<file path="src/design/vdma_pkg.sv">
// Package for the VRAM DMA controller: mode codes, command kinds, the queued
// command record and the fixed constants. No dependencies.
package vdma_pkg;

    // Mode codes of an incoming item.
    localparam logic [1:0] MODE_WRITE_SRC = 2'd0;
    localparam logic [1:0] MODE_WRITE_DST = 2'd1;
    localparam logic [1:0] MODE_START     = 2'd2;
    localparam logic [1:0] MODE_HBLANK    = 2'd3;

    // Fixed constants of the transfer engine.
    localparam logic [2:0]  VRAM_BASE_TOP = 3'b100;    // 0x8000 in the top three bits
    localparam logic [15:0] VRAM_BASE     = 16'h8000;
    localparam logic [11:0] CHUNK_BYTES   = 12'd16;
    localparam logic [6:0]  LEN_DONE      = 7'h7f;

    // Command kinds after classification by the front end.
    typedef enum logic [2:0] {
        CMD_SET_SRC,
        CMD_SET_DST,
        CMD_GENERAL,
        CMD_ARM,
        CMD_ARM_CHUNK,
        CMD_HBLANK
    } cmd_kind_t;

    // One queued command.
    typedef struct packed {
        cmd_kind_t   kind;
        logic [15:0] address_value;
        logic [6:0]  blocks_minus_one;
    } cmd_t;

endpackage

</file>
<file path="src/design/vdma_in_if.sv">
// Request channel of the VRAM DMA controller: valid/ready plus the item fields.
// No dependencies.
interface vdma_in_if;
    logic        valid;
    logic        ready;
    logic [1:0]  mode;
    logic [15:0] address_value;
    logic [6:0]  blocks_minus_one;
    logic        hblank_mode;
    logic        display_in_hblank;

    modport source (
        output valid, mode, address_value, blocks_minus_one, hblank_mode,
               display_in_hblank,
        input  ready
    );
    modport sink (
        input  valid, mode, address_value, blocks_minus_one, hblank_mode,
               display_in_hblank,
        output ready
    );
endinterface

</file>
<file path="src/design/vdma_out_if.sv">
// Result channel of the VRAM DMA controller: valid/ready plus the copy range.
// No dependencies.
interface vdma_out_if;
    logic        valid;
    logic        ready;
    logic        copy_valid;
    logic [15:0] copy_source;
    logic [15:0] copy_vram_start;
    logic [11:0] copy_bytes;
    logic [12:0] cycles_used;
    logic        hblank_armed;
    logic [6:0]  blocks_left;

    modport source (
        output valid, copy_valid, copy_source, copy_vram_start, copy_bytes,
               cycles_used, hblank_armed, blocks_left,
        input  ready
    );
    modport sink (
        input  valid, copy_valid, copy_source, copy_vram_start, copy_bytes,
               cycles_used, hblank_armed, blocks_left,
        output ready
    );
endinterface

</file>
<file path="src/design/vram_dma_controller_unit.sv">
// Top level of the VRAM DMA controller: front end, command queue and back end.
// Depends on vdma_pkg, vdma_in_if, vdma_out_if, vdma_front, vdma_fifo, vdma_back.
//
//   Channel  Role    Carries
//   req      sink    mode, address_value, blocks_minus_one, hblank_mode,
//                    display_in_hblank
//   rsp      source  copy_valid, copy_source, copy_vram_start, copy_bytes,
//                    cycles_used, hblank_armed, blocks_left
//
// One item per cycle sustained while the queue has room and rsp does not stall;
// each item yields exactly one result. With an empty queue an accepted item is
// written into the queue and then into the result register, where its result is valid.
// The queue holds QUEUE_DEPTH commands; req.ready falls only when it is full.
// Reset clears addresses to zero, the length to 127 and the HBlank arm flag.
// A stall on rsp holds the result register and lets the queue fill behind it.
module vram_dma_controller_unit
    import vdma_pkg::*;
#(
    parameter int QUEUE_DEPTH = 2
)
(
    input  logic clk,
    input  logic rst_n,
    vdma_in_if.sink    req,
    vdma_out_if.source rsp
);

    logic push;
    logic pop;
    logic full;
    logic head_valid;
    cmd_t push_cmd;
    cmd_t head_cmd;

    vdma_front u_front (
        .req      (req),
        .full     (full),
        .push     (push),
        .push_cmd (push_cmd)
    );

    vdma_fifo #(
        .DEPTH (QUEUE_DEPTH)
    ) u_fifo (
        .clk        (clk),
        .rst_n      (rst_n),
        .push       (push),
        .push_cmd   (push_cmd),
        .pop        (pop),
        .full       (full),
        .head_valid (head_valid),
        .head_cmd   (head_cmd)
    );

    vdma_back u_back (
        .clk        (clk),
        .rst_n      (rst_n),
        .head_valid (head_valid),
        .head_cmd   (head_cmd),
        .pop        (pop),
        .rsp        (rsp)
    );

endmodule

</file>
<file path="src/design/vdma_front.sv">
// Front end of the VRAM DMA controller: accepts request items and classifies
// them into queued commands. Depends on vdma_pkg and vdma_in_if.
module vdma_front
    import vdma_pkg::*;
(
    vdma_in_if.sink req,
    input  logic    full,
    output logic    push,
    output cmd_t    push_cmd
);

    // An item is taken whenever the queue has room.
    assign req.ready = !full;
    assign push      = req.valid && !full;

    // Classify the item by mode and start flavor.
    always_comb
    begin
        push_cmd.address_value    = req.address_value;
        push_cmd.blocks_minus_one = req.blocks_minus_one;
        case (req.mode)
            MODE_WRITE_SRC: push_cmd.kind = CMD_SET_SRC;
            MODE_WRITE_DST: push_cmd.kind = CMD_SET_DST;
            MODE_START:
            begin
                if (!req.hblank_mode)
                    push_cmd.kind = CMD_GENERAL;
                else if (req.display_in_hblank)
                    push_cmd.kind = CMD_ARM_CHUNK;
                else
                    push_cmd.kind = CMD_ARM;
            end
            MODE_HBLANK:    push_cmd.kind = CMD_HBLANK;
            default:        push_cmd.kind = CMD_HBLANK;
        endcase
    end

endmodule

</file>
<file path="src/design/vdma_fifo.sv">
// Short command queue between the front and back ends of the VRAM DMA
// controller. Depends on vdma_pkg.
module vdma_fifo
    import vdma_pkg::*;
#(
    parameter int DEPTH = 2
)
(
    input  logic clk,
    input  logic rst_n,
    input  logic push,
    input  cmd_t push_cmd,
    input  logic pop,
    output logic full,
    output logic head_valid,
    output cmd_t head_cmd
);

    localparam int PTR_W = (DEPTH > 1) ? $clog2(DEPTH) : 1;
    localparam int CNT_W = $clog2(DEPTH + 1);
    localparam logic [PTR_W-1:0] LAST_PTR = PTR_W'(DEPTH - 1);
    localparam logic [CNT_W-1:0] FULL_CNT = CNT_W'(DEPTH);

    cmd_t             mem [DEPTH];
    logic [PTR_W-1:0] wr_ptr_reg, wr_ptr_next;
    logic [PTR_W-1:0] rd_ptr_reg, rd_ptr_next;
    logic [CNT_W-1:0] count_reg, count_next;

    assign full       = (count_reg == FULL_CNT);
    assign head_valid = (count_reg != '0);
    assign head_cmd   = mem[rd_ptr_reg];

    // Pointer and fill count update.
    always_comb
    begin
        wr_ptr_next = wr_ptr_reg;
        rd_ptr_next = rd_ptr_reg;
        count_next  = count_reg;
        if (push)
            wr_ptr_next = (wr_ptr_reg == LAST_PTR) ? '0 : wr_ptr_reg + 1'b1;
        if (pop)
            rd_ptr_next = (rd_ptr_reg == LAST_PTR) ? '0 : rd_ptr_reg + 1'b1;
        if (push && !pop)
            count_next = count_reg + 1'b1;
        else if (pop && !push)
            count_next = count_reg - 1'b1;
    end

    always_ff @(posedge clk or negedge rst_n)
    begin
        if (!rst_n)
        begin
            wr_ptr_reg <= '0;
            rd_ptr_reg <= '0;
            count_reg  <= '0;
        end
        else
        begin
            wr_ptr_reg <= wr_ptr_next;
            rd_ptr_reg <= rd_ptr_next;
            count_reg  <= count_next;
        end
    end

    // Entry storage.
    always_ff @(posedge clk)
    begin
        if (push)
            mem[wr_ptr_reg] <= push_cmd;
    end

`ifndef SYNTHESIS
    a_count_bound: assert property (@(posedge clk) disable iff (!rst_n)
        count_reg <= FULL_CNT)
        else $error("queue fill count beyond depth");

    a_no_overflow: assert property (@(posedge clk) disable iff (!rst_n)
        full |-> !push)
        else $error("push into a full queue");

    a_no_underflow: assert property (@(posedge clk) disable iff (!rst_n)
        !head_valid |-> !pop)
        else $error("pop from an empty queue");
`endif

endmodule

</file>
<file path="src/design/vdma_back.sv">
// Back end of the VRAM DMA controller: holds the address, length and arm state,
// carries out queued commands and registers one result per command.
// Depends on vdma_pkg and vdma_out_if.
module vdma_back
    import vdma_pkg::*;
(
    input  logic clk,
    input  logic rst_n,
    input  logic head_valid,
    input  cmd_t head_cmd,
    output logic pop,
    vdma_out_if.source rsp
);

    logic [15:0] src_reg, src_next;
    logic [15:0] dst_reg, dst_next;
    logic [6:0]  len_reg, len_next;
    logic        armed_reg, armed_next;

    logic        out_valid_reg, out_valid_next;
    logic        copy_valid_reg;
    logic [15:0] copy_source_reg;
    logic [15:0] copy_vram_reg;
    logic [11:0] copy_bytes_reg;
    logic [12:0] cycles_reg;
    logic        armed_out_reg;
    logic [6:0]  left_out_reg;

    logic        do_copy;
    logic        do_chunk;
    logic [11:0] bytes;
    logic [6:0]  chunk_len;
    logic [7:0]  blocks_plus_one;

    // A command is taken when the output register is free or being drained.
    assign pop = head_valid && (!out_valid_reg || rsp.ready);

    assign blocks_plus_one = {1'b0, head_cmd.blocks_minus_one} + 8'd1;

    // Execute one command against the current state.
    always_comb
    begin
        src_next   = src_reg;
        dst_next   = dst_reg;
        len_next   = len_reg;
        armed_next = armed_reg;
        do_copy    = 1'b0;
        do_chunk   = 1'b0;
        bytes      = '0;
        chunk_len  = len_reg;
        case (head_cmd.kind)
            CMD_SET_SRC: src_next = head_cmd.address_value;
            CMD_SET_DST: dst_next = head_cmd.address_value;
            CMD_GENERAL:
            begin
                do_copy    = 1'b1;
                bytes      = {blocks_plus_one, 4'b0000};
                armed_next = 1'b0;
                len_next   = LEN_DONE;
            end
            CMD_ARM:
            begin
                armed_next = 1'b1;
                len_next   = head_cmd.blocks_minus_one;
            end
            CMD_ARM_CHUNK:
            begin
                armed_next = 1'b1;
                chunk_len  = head_cmd.blocks_minus_one;
                do_chunk   = 1'b1;
            end
            CMD_HBLANK:
            begin
                do_chunk = armed_reg;
            end
            default:
            begin
                do_copy = 1'b0;
            end
        endcase

        // A chunk moves 16 bytes and counts the length down.
        if (do_chunk)
        begin
            do_copy = 1'b1;
            bytes   = CHUNK_BYTES;
            if (chunk_len == '0)
            begin
                armed_next = 1'b0;
                len_next   = LEN_DONE;
            end
            else
            begin
                len_next = chunk_len - 7'd1;
            end
        end

        if (do_copy)
        begin
            src_next = src_reg + {4'b0000, bytes};
            dst_next = dst_reg + {4'b0000, bytes};
        end
    end

    // Output handshake state.
    always_comb
    begin
        if (pop)
            out_valid_next = 1'b1;
        else if (rsp.ready)
            out_valid_next = 1'b0;
        else
            out_valid_next = out_valid_reg;
    end

    always_ff @(posedge clk or negedge rst_n)
    begin
        if (!rst_n)
        begin
            src_reg       <= '0;
            dst_reg       <= '0;
            len_reg       <= LEN_DONE;
            armed_reg     <= 1'b0;
            out_valid_reg <= 1'b0;
        end
        else
        begin
            out_valid_reg <= out_valid_next;
            if (pop)
            begin
                src_reg   <= src_next;
                dst_reg   <= dst_next;
                len_reg   <= len_next;
                armed_reg <= armed_next;
            end
        end
    end

    // Result payload register.
    always_ff @(posedge clk)
    begin
        if (pop)
        begin
            copy_valid_reg  <= do_copy;
            copy_source_reg <= do_copy ? src_reg : 16'd0;
            copy_vram_reg   <= do_copy ? {VRAM_BASE_TOP, dst_reg[12:0]} : VRAM_BASE;
            copy_bytes_reg  <= bytes;
            cycles_reg      <= {bytes, 1'b0};
            armed_out_reg   <= armed_next;
            left_out_reg    <= len_next;
        end
    end

    assign rsp.valid           = out_valid_reg;
    assign rsp.copy_valid      = copy_valid_reg;
    assign rsp.copy_source     = copy_source_reg;
    assign rsp.copy_vram_start = copy_vram_reg;
    assign rsp.copy_bytes      = copy_bytes_reg;
    assign rsp.cycles_used     = cycles_reg;
    assign rsp.hblank_armed    = armed_out_reg;
    assign rsp.blocks_left     = left_out_reg;

`ifndef SYNTHESIS
    a_idle_length: assert property (@(posedge clk) disable iff (!rst_n)
        !armed_reg |-> (len_reg == LEN_DONE))
        else $error("length not parked while no HBlank transfer is armed");

    a_copy_advance: assert property (@(posedge clk) disable iff (!rst_n)
        (pop && do_copy) |=> (src_reg - $past(src_reg)) == (dst_reg - $past(dst_reg)))
        else $error("source and destination advanced by different amounts");

    a_no_copy_blank: assert property (@(posedge clk) disable iff (!rst_n)
        (out_valid_reg && !copy_valid_reg) |->
            (copy_bytes_reg == '0 && copy_source_reg == '0 && copy_vram_reg == VRAM_BASE))
        else $error("result without a copy carries a nonzero range");
`endif

endmodule

</file>
<file path="src/flat_wrapper.sv">
// flat-port wrapper written by rule: the top's interface ports become plain ports
module vram_dma_controller_unit_flat import vdma_pkg::*;
#(
    parameter int QUEUE_DEPTH = 2
)
  (clk, rst_n, req_valid, req_mode, req_address_value, req_blocks_minus_one, req_hblank_mode, req_display_in_hblank, req_ready, rsp_valid, rsp_copy_valid, rsp_copy_source, rsp_copy_vram_start, rsp_copy_bytes, rsp_cycles_used, rsp_hblank_armed, rsp_blocks_left, rsp_ready);
  vdma_in_if req_i ();
  vdma_out_if rsp_i ();
  input  logic clk;
  input  logic rst_n;
  input wire logic [$bits(req_i.valid)-1:0] req_valid;
  input wire logic [$bits(req_i.mode)-1:0] req_mode;
  input wire logic [$bits(req_i.address_value)-1:0] req_address_value;
  input wire logic [$bits(req_i.blocks_minus_one)-1:0] req_blocks_minus_one;
  input wire logic [$bits(req_i.hblank_mode)-1:0] req_hblank_mode;
  input wire logic [$bits(req_i.display_in_hblank)-1:0] req_display_in_hblank;
  output wire logic [$bits(req_i.ready)-1:0] req_ready;
  output wire logic [$bits(rsp_i.valid)-1:0] rsp_valid;
  output wire logic [$bits(rsp_i.copy_valid)-1:0] rsp_copy_valid;
  output wire logic [$bits(rsp_i.copy_source)-1:0] rsp_copy_source;
  output wire logic [$bits(rsp_i.copy_vram_start)-1:0] rsp_copy_vram_start;
  output wire logic [$bits(rsp_i.copy_bytes)-1:0] rsp_copy_bytes;
  output wire logic [$bits(rsp_i.cycles_used)-1:0] rsp_cycles_used;
  output wire logic [$bits(rsp_i.hblank_armed)-1:0] rsp_hblank_armed;
  output wire logic [$bits(rsp_i.blocks_left)-1:0] rsp_blocks_left;
  input wire logic [$bits(rsp_i.ready)-1:0] rsp_ready;
  assign req_i.valid = req_valid;
  assign req_i.mode = req_mode;
  assign req_i.address_value = req_address_value;
  assign req_i.blocks_minus_one = req_blocks_minus_one;
  assign req_i.hblank_mode = req_hblank_mode;
  assign req_i.display_in_hblank = req_display_in_hblank;
  assign req_ready = req_i.ready;
  assign rsp_valid = rsp_i.valid;
  assign rsp_copy_valid = rsp_i.copy_valid;
  assign rsp_copy_source = rsp_i.copy_source;
  assign rsp_copy_vram_start = rsp_i.copy_vram_start;
  assign rsp_copy_bytes = rsp_i.copy_bytes;
  assign rsp_cycles_used = rsp_i.cycles_used;
  assign rsp_hblank_armed = rsp_i.hblank_armed;
  assign rsp_blocks_left = rsp_i.blocks_left;
  assign rsp_i.ready = rsp_ready;
  vram_dma_controller_unit #(.QUEUE_DEPTH(QUEUE_DEPTH)) u_core (.clk(clk), .rst_n(rst_n), .req(req_i), .rsp(rsp_i));
endmodule
</file>
<file path="config.mk">
export PLATFORM = sky130hd
export DESIGN_NAME = vram_dma_controller_unit_flat
export DESIGN_NICKNAME = d
export VERILOG_FILES = /design/src/design/vdma_pkg.sv /design/src/design/vdma_in_if.sv /design/src/design/vdma_out_if.sv /design/src/design/vram_dma_controller_unit.sv /design/src/design/vdma_front.sv /design/src/design/vdma_fifo.sv /design/src/design/vdma_back.sv /design/src/flat_wrapper.sv
export SDC_FILE = /design/constraint.sdc
export NUM_CORES = 1
export LEC_CHECK = 0
export CAP_MARGIN = 5
export CORE_MARGIN = 10
export CORE_UTILIZATION = 25
export CTS_CLUSTER_SIZE = 24
export DETAILED_ROUTE_END_ITERATION = 10
export DONT_BUFFER_PORTS = 1
export GPL_TIMING_DRIVEN = 0
export PLACE_DENSITY = 0.44
export SLEW_MARGIN = 20
export SYNTH_ARGS = -nofsm -noshare
export SYNTH_HDL_FRONTEND = slang
export SYNTH_HIERARCHICAL = 1
export SYNTH_SLANG_ARGS = --single-unit
</file>
<file path="constraint.sdc">
create_clock -name clk -period 8.95 [get_ports clk]
set_clock_uncertainty 0.05 [all_clocks]
set_input_delay 0.895 -clock clk [delete_from_list [all_inputs] [get_ports clk]]
set_output_delay 0.895 -clock clk [all_outputs]
set_load 0.005 [all_outputs]
</file>
* Yosys cells after proc, flatten, opt, wreduce, memory -nomap -nowiden
Memories as Yosys holds them, arrays and structs flattened.
Cells that the tools add are included.
** Operators by class
- Add/sub/neg operators :: 8
- Eq/ne operators :: 9
- Multiplexer cells :: 27
- Reductions and logical operators :: 20
** Operator list (count)
- $mux W16 :: 4
- $add A16 B12 Y16 :: 2
- $mux W12 :: 2
- $mux W7 :: 3
- $pmux W7 S2 :: 1
- $pmux W3 S4 :: 1
- $mux W1 :: 10
- $reduce_bool A2 Y1 :: 5
- $add A7 B1 Y8 const B :: 1
- $logic_not A7 Y1 :: 1
- $sub A7 B1 Y7 const B :: 1
- $eq A2 B2 Y1 const B :: 3
- $eq A3 B2 Y1 const B :: 2
- $eq A3 B3 Y1 const B :: 2
- $mux W3 :: 2
- $logic_and A1 B1 Y1 :: 4
- $logic_not A1 Y1 :: 4
- $mux W2 :: 2
- $pmux W1 S2 :: 2
- $reduce_and A2 Y1 :: 2
- $eq A3 B1 Y1 const B :: 1
- $logic_not A3 Y1 :: 1
- $add A1 B1 Y1 const B :: 2
- $add A2 B1 Y2 const B :: 1
- other kinds (5) :: 5
** Storage, ports and cells
- Bits in registers :: 98
- Memory bits (writable) :: 52
- Input bits :: 31
- Output and inout bits :: 68
- Memories :: 1
** Memory list
- u_core.u_fifo.mem :: depth 2, width 26, read ports 1, clocked after memory_dff 0, write ports 1, RTL line vdma_fifo.sv:24 : cmd_t mem [DEPTH];

* Depth between registers and ports, before layout
Gate-level depths: netlist (run 1).
- Word-level depth :: 7
- Gate-level depth with buffers :: 17
- Gate-level depth less buffers :: 11

* By module
The synthesis (run 1) kept the hierarchy.
** Modules (own cells, without submodules)
- vdma_back :: times used 1, cells an instance 499, area an instance 4978.5 um2, sequential area each 2341.0 um2
- vdma_fifo :: times used 1, cells an instance 97, area an instance 2165.8 um2, sequential area each 1661.6 um2
- vdma_front :: times used 1, cells an instance 30, area an instance 216.5 um2, sequential area each 0.0 um2

* Worst setup path before layout (run 1)
OpenSTA, ideal clock, no wires.
- Kind :: reg2reg
- Start point :: register u_core.u_fifo.rd_ptr_reg
- End point :: register u_core.u_back.src_reg[14]
- Setup time :: 86 ps
- Arrival :: 3752 ps
- Data required time :: 8814 ps
- Slack :: 5062 ps
- Cell stages (with the launch flop) :: 17
- Buffers on the path :: 5
- Period minus slack after synthesis :: 3888 ps
- Cell sequence :: dfrtp_1 -> buf_6 -> buf_12 -> mux2_4 -> or3b_1 -> clkbuf_1 -> a21boi_1 -> clkbuf_1 -> clkbuf_1 -> a21oi_1 -> ha_1 -> ha_1 -> a21oi_1 -> o211ai_1 -> a41oi_1 -> mux2_2 -> nor3_1
** RTL lines
- start, declared :: RTL line vdma_fifo.sv:26 : logic [PTR_W-1:0] rd_ptr_reg, rd_ptr_next;
- start signal, assigned :: RTL line vdma_fifo.sv:60 : rd_ptr_reg <= rd_ptr_next;
- end signal, assigned :: RTL line vdma_back.sv:131 : src_reg <= src_next;
- end, declared :: RTL line vdma_back.sv:15 : logic [15:0] src_reg, src_next;

==> summary.md, run 1 <==
| Metric | Value |
|---|---|
| Hold Fails Final Rpt | 0 |
| Syn Std Cell Area | 7360 sq um |
| Synth Instances | 626 |
| Startpoint Class | register |
| Min-delay worst type | input pin to async pin |
| Max Cap Viol | 0 |
| Final setup fails | 0 |
| Setup_tns | 0 ns |
| Top-area cell type share of the netlist area | approximately two fifths |
| Number of global-route vias before repair | 4639 |
| Largest family of logic cells by synthesized area | simple AND/OR/NAND/NOR gates |
| Synth area leaders | edfxtp_1 40%, dfrtp_1 12%, buf_4 4.5%, mux2_4 4.1%, ha_1 3.4% |
| Xor and xnor area share after synthesis | 2.62% |
| Crit-path cells | buf_6 -> buf_12 -> mux2_4 -> buf_2 -> or3b_1 -> clkbuf_1 -> a21boi_1 -> clkbuf_1 -> clkbuf_1 -> a21oi_1 -> ha_1 -> ha_1 -> a21oi_1 -> o211ai_1 -> a41oi_1 -> mux2_2 -> nor3_1 |
| Die Span Y | between 150 and 200 microns |
| Largest register FFs | 52 |
| Clock Pin Slew Worst Setup and Hold Paths | 0.06 ns |
| Fin util | 29.8% |
| Final Wtd Congestion | just over 0.8 |
| Run status | completed |
| Worst EP arrival | 5.41 ns |
| I/O Buffers | 0 |
| Power Density | around 400 nW/um^2 |
| Post-synth EDFFs | 98 |
| Critical-path cell with the highest stage delay | clkbuf_1 |
| Unique masters post-synth | 71 |
| CP most frequent cell | clkbuf_1 |
| Crit path kind | register to register |
| Tightest Pin Transition | 0.791 ns |
| Mux share of post-synthesis cell area | 7.31% |
| Register-to-Register Path Depth | 17 |
| Antenna violations before repair | 0 |
| Die Area | 36700 sq um |
| Fmax | between 150 and 200 MHz |
| Pleak | 0.00338 uW |
| Reg2reg end | u_core/u_back/src_reg[14] |
| Final Max Tran Viols | 0 |
| RSZ-0062 raised after global routing | false |
| Post-Synth Simple-Gate Area | 13.9% |
| Clock root cell | clkbuf_16 |
| DR vias | approximately 4600 |
| Prevailing post-synth register cell | edfxtp_1 |
| Vias per cell | around 4.4 |
| CTS H-Tree Depth | 4 |
| Resized cells post-CTS | 0 |
| Synth Area in Compound Gates | a little over a tenth |
| CP peak stage delay | 0.61 ns |
| CTS Sinks | 140 |
| Fillers | 2969 |
| Worst VDD drop | 0.000119 V |
| Setup Fix Bufs, Post-CTS | 0 |
| GR Overflow Total | 0 |
| Critical Path Fanout Max | 10 |
| DRC Markers | 0 |
| Slew headroom | 46.9% |
| Chip width | 192 microns |
| Starting Density | 25.5% |
| CTS tree | done |
| Post-CTS Hold Buffers | 0 |
| First-pass iteration count of the detailed router | 5 |
| All-Layer GR Usage | 10.4% |
| Post-synthesis sequential area ratio | 54.4% |
| DP HPWL | between 10000 and 15000 microns |
| Pin count of the biggest net entering global routing | 43 |
| Drt total wl | 18800 microns |
| Endpoint class of the critical path | register |
| Synth area leader | edfxtp_1 |
| Synthesized flop and latch total | 140 |
| Share of layout cells above drive strength 1 | 20.3% |
| Fin crit share | 57.2% |
| Worst r2r src | u_core/u_fifo/rd_ptr_reg |
| Core area | 28900 sq um |
| # placed instances | between 1000 and 1500 |
| Area grow syn2layout | 16.9% |
| Post-synth ARST share | between 30% and 40% |
| First-pass GRT wire length | about 29000 microns |
| Nets@finish | 709 |
| Later-pin clock latency in the skew report | 0.42 ns |
| FF-to-FF setup slack | ~3.8 ns |
| WL/cell | about 18 microns |
| DRT iter0 DRCs | 324 |
| Worst path required time | a little over 9 ns |
| Post-route insts no fill | between 1000 and 1500 |
| CTS Buf Count | 17 |
| Clock Path Buffers | 2 |
| Std cell rows | 62 |
| Antenna-violating nets left | 0 |
| Hold slack | 0.120 ns |
| I/O Pins | 99 |
| Yosys warning total | 6 |
| CP startpoint | u_core/u_fifo/rd_ptr_reg |
| Tmin final | 5.12 ns |
| Synth Area in Adders | 3.40% |
| Synthesized area per cell | 11.8 sq um |
| ANT cells | 0 |
worst max path at each step:
stage          slack, ns                   endpoint  cells after the start
2_1_floorplan       5.06  u_core/u_back/src_reg[14]                     16
3_3_place_gp        3.80  u_core/u_back/src_reg[14]                     17
3_5_place_dp        3.76  u_core/u_back/src_reg[14]                     17
4_1_cts             3.74  u_core/u_back/src_reg[14]                     17
5_1_grt             3.49  u_core/u_back/src_reg[14]                     17
6_report            3.83  u_core/u_back/src_reg[14]                     17
cell families after synthesis:
kind of cell / after synthesis
other cells: 2
flops: 140
simple gates: 197
fa+ha+maj: 20
mux: 42
buf+inv: 87
xor+xnor: 22
compound gates: 116
critical path: cells and delay by family (launching register included):
family | cells | cell delay, ns
compound gates | 5 | 1.52
buf+inv | 6 | 1.71
flops | 1 | 0.37
mux | 2 | 0.61
simple gates | 2 | 0.30
fa+ha+maj | 2 | 0.50
layer usage:
metal  wire length, microns  GRT usage [%]
met1                   9030           14.0
met2                   8470           15.5
met4                    244           3.31
met3                   1080           3.41
met5                      0              0
cell usage after synthesis, types with 4 or more instances:
| master | number |
|---|---|
| edfxtp_1 | 98 |
| nand2_1 | 47 |
| buf_4 | 44 |
| and2_1 | 37 |
| nor2_1 | 37 |
| dfrtp_1 | 35 |
| ha_1 | 20 |
| mux2_4 | 20 |
| nand3_1 | 20 |
| clkbuf_1 | 19 |
| o21ai_1 | 19 |
| a31oi_1 | 16 |
| a21oi_1 | 15 |
| mux2_2 | 12 |
| inv_1 | 11 |
| xnor2_1 | 11 |
| xor2_1 | 11 |
| o211ai_1 | 10 |
| o21ai_0 | 10 |
| a21o_1 | 9 |
| nor3_1 | 9 |
| mux2i_1 | 8 |
| dfstp_2 | 7 |
| nor2b_1 | 7 |
| nor4_1 | 6 |
| and3_1 | 5 |
| nand2b_1 | 5 |
| o21a_1 | 5 |
| o221ai_1 | 4 |
metrics by stage:
stage          setup slack (ns)  area, sq um  power [uW]
2_1_floorplan              5.06         7400        2190
3_3_place_gp               3.80         7880        2600
3_5_place_dp               3.76         7970        2630
4_1_cts                    3.74         8610        3400
5_1_grt                    3.49         8610        3600
6_report                   3.83         8610        3340
cell usage in the layout, fill, tap and decap left out, drive strengths merged, types with 6 or more instances in the layout:
master / synthesis / final
clkbuf: 19 / 36
dfstp: 7 / 7
nor3: 9 / 9
xnor2: 11 / 11
nand3: 20 / 20
buf: 54 / 57
conb: 2 / 12
and2: 37 / 37
nor2b: 7 / 7
inv: 14 / 19
xor2: 11 / 11
nand2: 47 / 47
o21ai: 30 / 30
edfxtp: 98 / 98
a21oi: 16 / 16
ha: 20 / 20
nor2: 37 / 37
a31oi: 16 / 16
nor4: 6 / 6
o211ai: 12 / 12
dfrtp: 35 / 35
a21o: 9 / 9
mux2i: 8 / 8
mux2: 34 / 34
power by group:
part / internal (uW) / leakage (uW) / switching, uW
Combinational: 577 / 0.00165 / 821
Clock: 472 / 0.000308 / 287
Sequential: 1030 / 0.00143 / 159
layout make-up:
type	count	area, sq um	area share (%)
clock buffer	17	425	4.94
timing repair buffer	3	82.6	0.960
inverter	14	52.6	0.611
multi-input combinational	409	2860	33.3
buffer	73	492	5.71
tap	384	480	5.58
clock inverter	15	209	2.43
sequential	140	4000	46.5
Power figures use the tool's default switching activity.
==> run 2: changes to the inputs <==
==> constraint.sdc (replaced) <==
create_clock -name clk -period 4.8 [get_ports clk]
set_clock_uncertainty 0.05 [all_clocks]
set_input_delay 0.48 -clock clk [delete_from_list [all_inputs] [get_ports clk]]
set_output_delay 0.48 -clock clk [all_outputs]
set_load 0.005 [all_outputs]
==> run 2 against run 1 <==
Effect of this change: worst setup slack worse by 3.5 ns; clock power is 87% higher; critical endpoint unchanged; critical path depth unchanged; sequential share of layout area down 0.32 points; highest routed layer unchanged; via count grew 0.22%.
==> summary.md, run 2 (synthesis results as in run 1) <==
| Metric | Value |
|---|---|
| Most frequent cells in the layout | 98 x edfxtp_1, 47 x nand2_1, 44 x buf_4 |
| Fin util | 30.0% |
| CTS Sinks | 140 |
| Core area | 28900 sq um |
| Min-delay worst type | input pin to register |
| Number of global-route vias before repair | 4660 |
| CTS tree | done |
| CP peak stage delay | 0.43 ns |
| DP HPWL | 14100 microns |
| First-pass iteration count of the detailed router | 5 |
| Crit-path cells | buf_6 -> buf_12 -> mux2_4 -> buf_2 -> or3b_1 -> clkbuf_1 -> a21boi_2 -> clkbuf_2 -> clkbuf_4 -> a21oi_1 -> ha_1 -> ha_1 -> a21oi_1 -> o211ai_1 -> a41oi_2 -> mux2_2 -> nor3_1 |
| Final Wtd Congestion | 0.822 |
| CTS H-Tree Depth | 4 |
| Clock Path Buffers | 2 |
| Max Cap Viol | 0 |
| Setup_tns | 0 ns |
| WL/cell | 17.8 microns |
| Tmin final | about 4.5 ns |
| Hold slack | between 0.15 and 0.2 ns |
| Pin count of the biggest net entering global routing | 43 |
| WP buf/inv | 6 |
| Antenna violations before repair | 0 |
| Setup Fix Bufs, Post-CTS | 0 |
| # placed instances | between 1000 and 1500 |
| CTS Buf Count | 17 |
| Delay-heaviest family, CP | compound AO/OA/AOI/OAI gates |
| Clock root cell | clkbuf_16 |
| First-pass GRT wire length | 28800 microns |
| Area grow syn2layout | 17.7% |
| Slew headroom | 47.5% |
| Tightest Pin Transition | approximately 0.79 ns |
| Endpoint class of the critical path | register |
| RSZ-0062 raised after global routing | false |
| DR vias | 4648 |
| ANT cells | 0 |
| Largest register FFs | 52 |
| Antenna-violating nets left | 0 |
| Die Span Y | 192 microns |
| Power Density | 723 nW/um^2 |
| Worst VDD drop | approximately 0.00022 V |
| Share of layout cells above drive strength 1 | 21.1% |
| Critical-path cell with the highest stage delay | a21oi_1 |
| Die Area | 36700 sq um |
| Startpoint Class | register |
| Drt total wl | 18800 microns |
| Critical Path Fanout Max | 10 |
| Final setup fails | 0 |
| Tot Pwr | 6260 uW |
| Worst EP arrival | 4.74 ns |
| Pleak | 0.00341 uW |
| All-Layer GR Usage | 10.4% |
| Vias per cell | 4.40 |
| Chip width | 192 microns |
| Final Max Tran Viols | 0 |
| Clock Pin Slew Worst Setup and Hold Paths | 0.06 ns |
| I/O Pins | 99 |
| Most common cell after layout, fill and taps aside | edfxtp_1 |
| Std cell rows | 62 |
| Crit path kind | register to register |
| I/O Buffers | 0 |
| Fin crit share | between 90% and 100% |
| Worst path required time | 5.08 ns |
| GR Overflow Total | 0 |
| Run status | completed |
| Nets@finish | 711 |
| Fmax | between 200 and 250 MHz |
| Post-route insts no fill | 1057 |
| Later-pin clock latency in the skew report | 0.42 ns |
| DRT iter0 DRCs | 316 |
| Hold Fails Final Rpt | 0 |
| Starting Density | 25.5% |
| DRC Markers | 0 |
[run 2: worst register-to-register path, cell delays in order (launching register included)]
cell,delay [ns]
dfrtp_1,0.37
buf_6,0.15
buf_12,0.16
mux2_4,0.31
buf_2,0.18
or3b_1,0.37
clkbuf_1,0.17
a21boi_2,0.21
clkbuf_2,0.20
clkbuf_4,0.26
a21oi_1,0.43
ha_1,0.29
ha_1,0.18
a21oi_1,0.09
o211ai_1,0.20
a41oi_2,0.26
mux2_2,0.33
nor3_1,0.16
[run 2: area by class of cell]
| type | count | area [sq um] |
|---|---|---|
| timing repair buffer | 5 | 120 |
| clock inverter | 15 | 209 |
| fill | 2960 | 20200 |
| tap | 384 | 480 |
| clock buffer | 17 | 425 |
| buffer | 73 | 497 |
| sequential | 140 | 4000 |
| multi-input combinational | 409 | 2880 |
| inverter | 14 | 52.6 |
[run 2: metrics by stage]
stage          area (sq um)  setup WS [ns]
2_1_floorplan          7400          0.912
3_3_place_gp           7880         -0.347
3_5_place_dp           7970         -0.389
4_1_cts                8650         0.0247
5_1_grt                8670         0.0615
6_report               8670          0.346
[run 2: power by group]
| part | leakage (uW) | total (uW) | internal [uW] | switching (uW) |
|---|---|---|---|---|
| Clock | 0.000308 | 1420 | 880 | 536 |
| Sequential | 0.00143 | 2210 | 1920 | 295 |
| Combinational | 0.00167 | 2640 | 1090 | 1550 |
[run 2: routing by layer]
layer	GRT usage (%)	up-vias	part of all wire [%]
met2	15.3	122	44
li1	-	2307	-
met3	3.41	13	6.3
met5	0	-	0
met1	14.1	2206	48
met4	3.70	0	1.7
[run 2: path summary, 6_finish.rpt]
| kind | startpoint | endpoint | slack [ns] | cells past startpoint |
|---|---|---|---|---|
| worst min register to register | u_core/u_back/src_reg[3] | u_core/u_back/src_reg[3] | 0.43 | 2 |
| worst min-delay path | req_address_value[9] | u_core/u_fifo/mem[0][16] | 0.19 | 1 |
| min in group asynchronous | rst_n | u_core/u_fifo/count_reg[0] | 0.52 | 2 |
| max in group asynchronous | rst_n | u_core/u_back/len_reg[4] | 3.88 | 2 |
| worst max-delay path | u_core/u_fifo/rd_ptr_reg | u_core/u_back/src_reg[14] | 0.35 | 17 |
| worst max register to register | u_core/u_fifo/rd_ptr_reg | u_core/u_back/src_reg[14] | 0.35 | 17 |
[run 2: timing repair]
item                       in CTS  in global routing
gates resized for setup         2                  6
setup endpoints to repair       4                  6
hold endpoints to repair       42                  0
hold buffers                    2                  0
